<file path="src/rtl/c8_ram.sv">
module c8_ram #(
    parameter int WIDTH = 8,
    parameter int DEPTH = 16
) (
    input  logic                     i_clk,
    input  logic                     i_we,
    input  logic [$clog2(DEPTH)-1:0] i_waddr,
    input  logic [WIDTH-1:0]         i_wdata,
    input  logic [$clog2(DEPTH)-1:0] i_raddr,
    output logic [WIDTH-1:0]         o_rdata
);
    logic [WIDTH-1:0] r_mem [DEPTH];
    logic [WIDTH-1:0] r_rdata;

    always_ff @(posedge i_clk) begin
        if (i_we) begin
            r_mem[i_waddr] <= i_wdata;
        end
        r_rdata <= r_mem[i_raddr];
    end

    assign o_rdata = r_rdata;
endmodule

</file>
<file path="config.mk">
export PLATFORM = sky130hd
export DESIGN_NAME = c8_ram
export DESIGN_NICKNAME = d
export VERILOG_FILES = /design/src/rtl/c8_ram.sv
export SDC_FILE = /design/constraint.sdc
export NUM_CORES = 1
export LEC_CHECK = 0
export BUFFER_PORTS_ARGS = -buffer_cell sky130_fd_sc_hd__buf_2
export CAP_MARGIN = 0
export CORE_AREA = 5 5 103 105
export DETAILED_ROUTE_END_ITERATION = 8
export DIE_AREA = 0 0 108 110
export GPL_ROUTABILITY_DRIVEN = 0
export PLACE_DENSITY_LB_ADDON = 0.25
export SYNTH_ARGS = -nofsm -noshare
export SYNTH_HDL_FRONTEND = slang
export SYNTH_SLANG_ARGS = --single-unit
</file>
<file path="constraint.sdc">
create_clock -name i_clk -period 2.1 [get_ports i_clk]
set_input_delay 0.315 -clock i_clk [delete_from_list [all_inputs] [get_ports i_clk]]
set_output_delay 0.315 -clock i_clk [all_outputs]
set_load 0.01 [all_outputs]
</file>
Yosys cells after proc, flatten, opt, wreduce, memory -nomap -nowiden
Memory sizes are Yosys's and may differ from the RTL's. A register that Yosys moved wholly into a read port is not among the register bits.
Index checks and enable logic that the tools add are counted.
{"block": "word_totals", "out_inout_bits": 8, "register_bits": 0, "memories": 1, "ramBits": 128, "input_bits": 18}
{"block": "classes", "mux": 2}
{"memory": "r_mem", "depth": 16, "width": 8, "rd": 1, "rd_clocked_by_memory_dff": 1, "write_ports": 1, "line": "12", "rtl": "logic [WIDTH-1:0] r_mem [DEPTH];"}
{"op": "2-to-1 mux 1 bit", "count": 2}

Logic depth before layout (Yosys ltp)
{"block": "logic_depth", "word_depth": 2, "mapped_depth": 5, "depth_no_buf": 3}

Worst setup path before layout
Ideal clock, no wire load.
{"block": "synth_timing", "path_kind": "input to register", "from": "in i_waddr[2]", "to": "mem r_mem[0][0] (enable)", "arrival_ns": 1.425, "stages": 2, "slack_ns": 0.292, "setup_ns": 0.383, "path_cell_list": "or3b_2 -> nor3_1"}
{"element": "start, declared", "line": "7", "rtl": "input logic [$clog2(DEPTH)-1:0] i_waddr,"}
{"element": "end, declared", "line": "12"}
No word-level cell before the write port.

==> results.toml <==
[drt]
drc = 0
avgViaCountPerCell = 5.62
detail_route.first_pass.iterations = 4
wl_um = 9320
drt-initial-drc-count = 165
vias = 2410
antenna_left = 0
wire_per_inst_um = 21.7

[setup_path]
ff2ff_path_depth = 3
worst-path-max-fanout = 1
setup.worst_path.start_class = "flop"
cp_data_arrival_time_ns = 1.73
end_kind = "flop"
path_class = "reg2reg"
worstPathRequired_ns = 2.49

[cts]
cts_sinks = 136
path_clk_slew_ns = 0.06
cts_max_level = 4
cts_tree = "done"
root_buffer = "clkbuf_8"
clock_latency_ns = 0.51
post_cts_buffers = 0
cts_resized = 0
numCtsBuffers = 17
clock_path_buffers = 2
cts_hold_buf = 0

[synthesis]
synth_top_cell_by_area = "edfxtp_1"
synthesis.area_um2 = 5150
synth_area_leaders = "edfxtp_1 (75%), mux4_2 (7.9%), mux4_1 (7.1%)"
ys_seq_area_share_pct = 77.8
yosysUniqueCellTypes = 19
synth_nets = 247
synthesis.instances = 229
ys_ff_latch = 136
syn_avg_cell_area_um2 = 22.5
yosysTopAreaCellShare_pct = 74.7
yosysWarnings = 0

[floorplan]
num_rows = 36
io_pins = 26
die-area_um2 = 11900
die_w_um = 108
die_y_um = 110
start_util_pct = 53.9
core_um2 = 9550

[min_path]
hp-class = "in2reg"
holdPathStages = 1

[finish]
antenna_cells = 0
fin_nets = 301
drive_gt1_share_pct = 32.1
syn2layout_area_growth_pct = 19.4

[global_routing]
overflow = 0
grt_use_total_pct = 17.8
grt_antenna_before_repair = 1
grt_max_degree = 33
grt_pass1_vias = 2510
grt_pass1_wl_um = 14600

[sta]
setup_viol = 0
final.min_clock_period_ns = 1.33
rsz0062_at_grt = "false"
finalMaxSlewViolations = 0
setup_slack_ns = 0.766
max_clock_freq_mhz = 750
relSlewSlack_pct = 57.7
worst_slew_pin_slew_ns = 0.633
fin_skew_ns = 0.00773
finalCritPeriodShare_pct = 63.5
hold_violations = 0
fin_setup_tns_ns = 0

[pwr]
peakVddDrop_uv = 856
leakage_nw = 2.11
pwr_density_cell_nw_per_um2 = 1040

[flow_run]
cap_violations = 0

[placement]
pre_cts_slack_ns = 0.320
dp.final_hpwl_um = 6260
portBuffers = 25

[run_status]
status = "complete, no violations"
## through the flow
step                      std cells  utilization [%]  area [um^2]  power [W]  hold slack, ns
after CTS                       429             64.4         6150    0.00644           0.151
after detailed placement        397             57.9         5530    0.00340           0.667
after floorplan                 229                -         5150    0.00327           0.414
after global routing            429             64.4         6150    0.00659           0.169
final                           429             64.4         6150    0.00637           0.175
after global placement          397             57.9         5530    0.00339           0.656
## power by group
| group | leakage [nW] | switching, W | internal [W] |
|---|---|---|---|
| Sequential | 1.22 | 0.0000177 | 0.00304 |
| Clock | 0.301 | 0.00105 | 0.00199 |
| Combinational | 0.585 | 0.000159 | 0.000123 |
## synthesized netlist by cell type
library cell	n
a22oi_1	16
and2_1	1
and2b_1	1
buf_2	3
buf_4	1
buf_6	3
clkdlybuf4s25_2	3
dfxtp_1	8
edfxtp_1	128
mux4_1	14
mux4_2	18
nand2_1	9
nand2b_1	2
nand3_1	1
nand3b_1	2
nor2_1	13
nor2b_1	1
nor3_1	4
or3b_2	1
## layer usage
layer  GRT usage, %  up-vias  part of all wire (%)
met4           6.67        2                  0.90
met2           27.8       63                    50
met3           5.18       10                   5.3
li1               -     1080                     -
met5              0        -                 0.075
met1           24.1     1255                    44
## cell type report
cell class	instances	area [um^2]
fill	651	3400
timing repair buffer	45	300
clock inverter	12	173
tap	133	166
sequential	136	4000
clock buffer	20	445
multi-input combinational	83	1060
## path summary, 6_finish.rpt
check	to	slack [ns]	from
setup / recovery	o_rdata[5]	0.77	r_mem[1][5]
hold / removal	r_mem[15][3]	0.18	i_wdata[3]
setup reg to reg	o_rdata[5]	0.77	r_mem[1][5]
hold reg to reg	o_rdata[1]	0.68	r_mem[11][1]
## registers in the layout (all words and copies together), names as in the netlist
| register | cells |
|---|---|
| r_mem | 128 |
| o_rdata | 8 |
## kinds of logic after synthesis
| family | after synthesis | synth area share (%) |
|---|---|---|
| compound gates | 16 | 2.33 |
| buf+inv | 10 | 1.68 |
| flops | 136 | 77.8 |
| mux | 32 | 15.0 |
| simple gates | 35 | 3.18 |
## cell usage in the layout (no fill, tap or decap), types with 3 or more instances in the layout
cell type / count
nor3_1: 4
buf_4: 18
a22oi_1: 16
clkbuf_8: 3
mux4_1: 14
buf_2: 25
nor2_1: 13
clkbuf_16: 16
clkinv_2: 4
mux4_2: 18
bufinv_16: 4
dfxtp_1: 8
nand2_1: 9
edfxtp_1: 128
## critical path, cell delays in order (launching register included)
cell and delay [ns]:
edfxtp_1 0.36, mux4_1 0.51, a22oi_1 0.25, nand2_1 0.10
(Power assumes the default switching activity.)
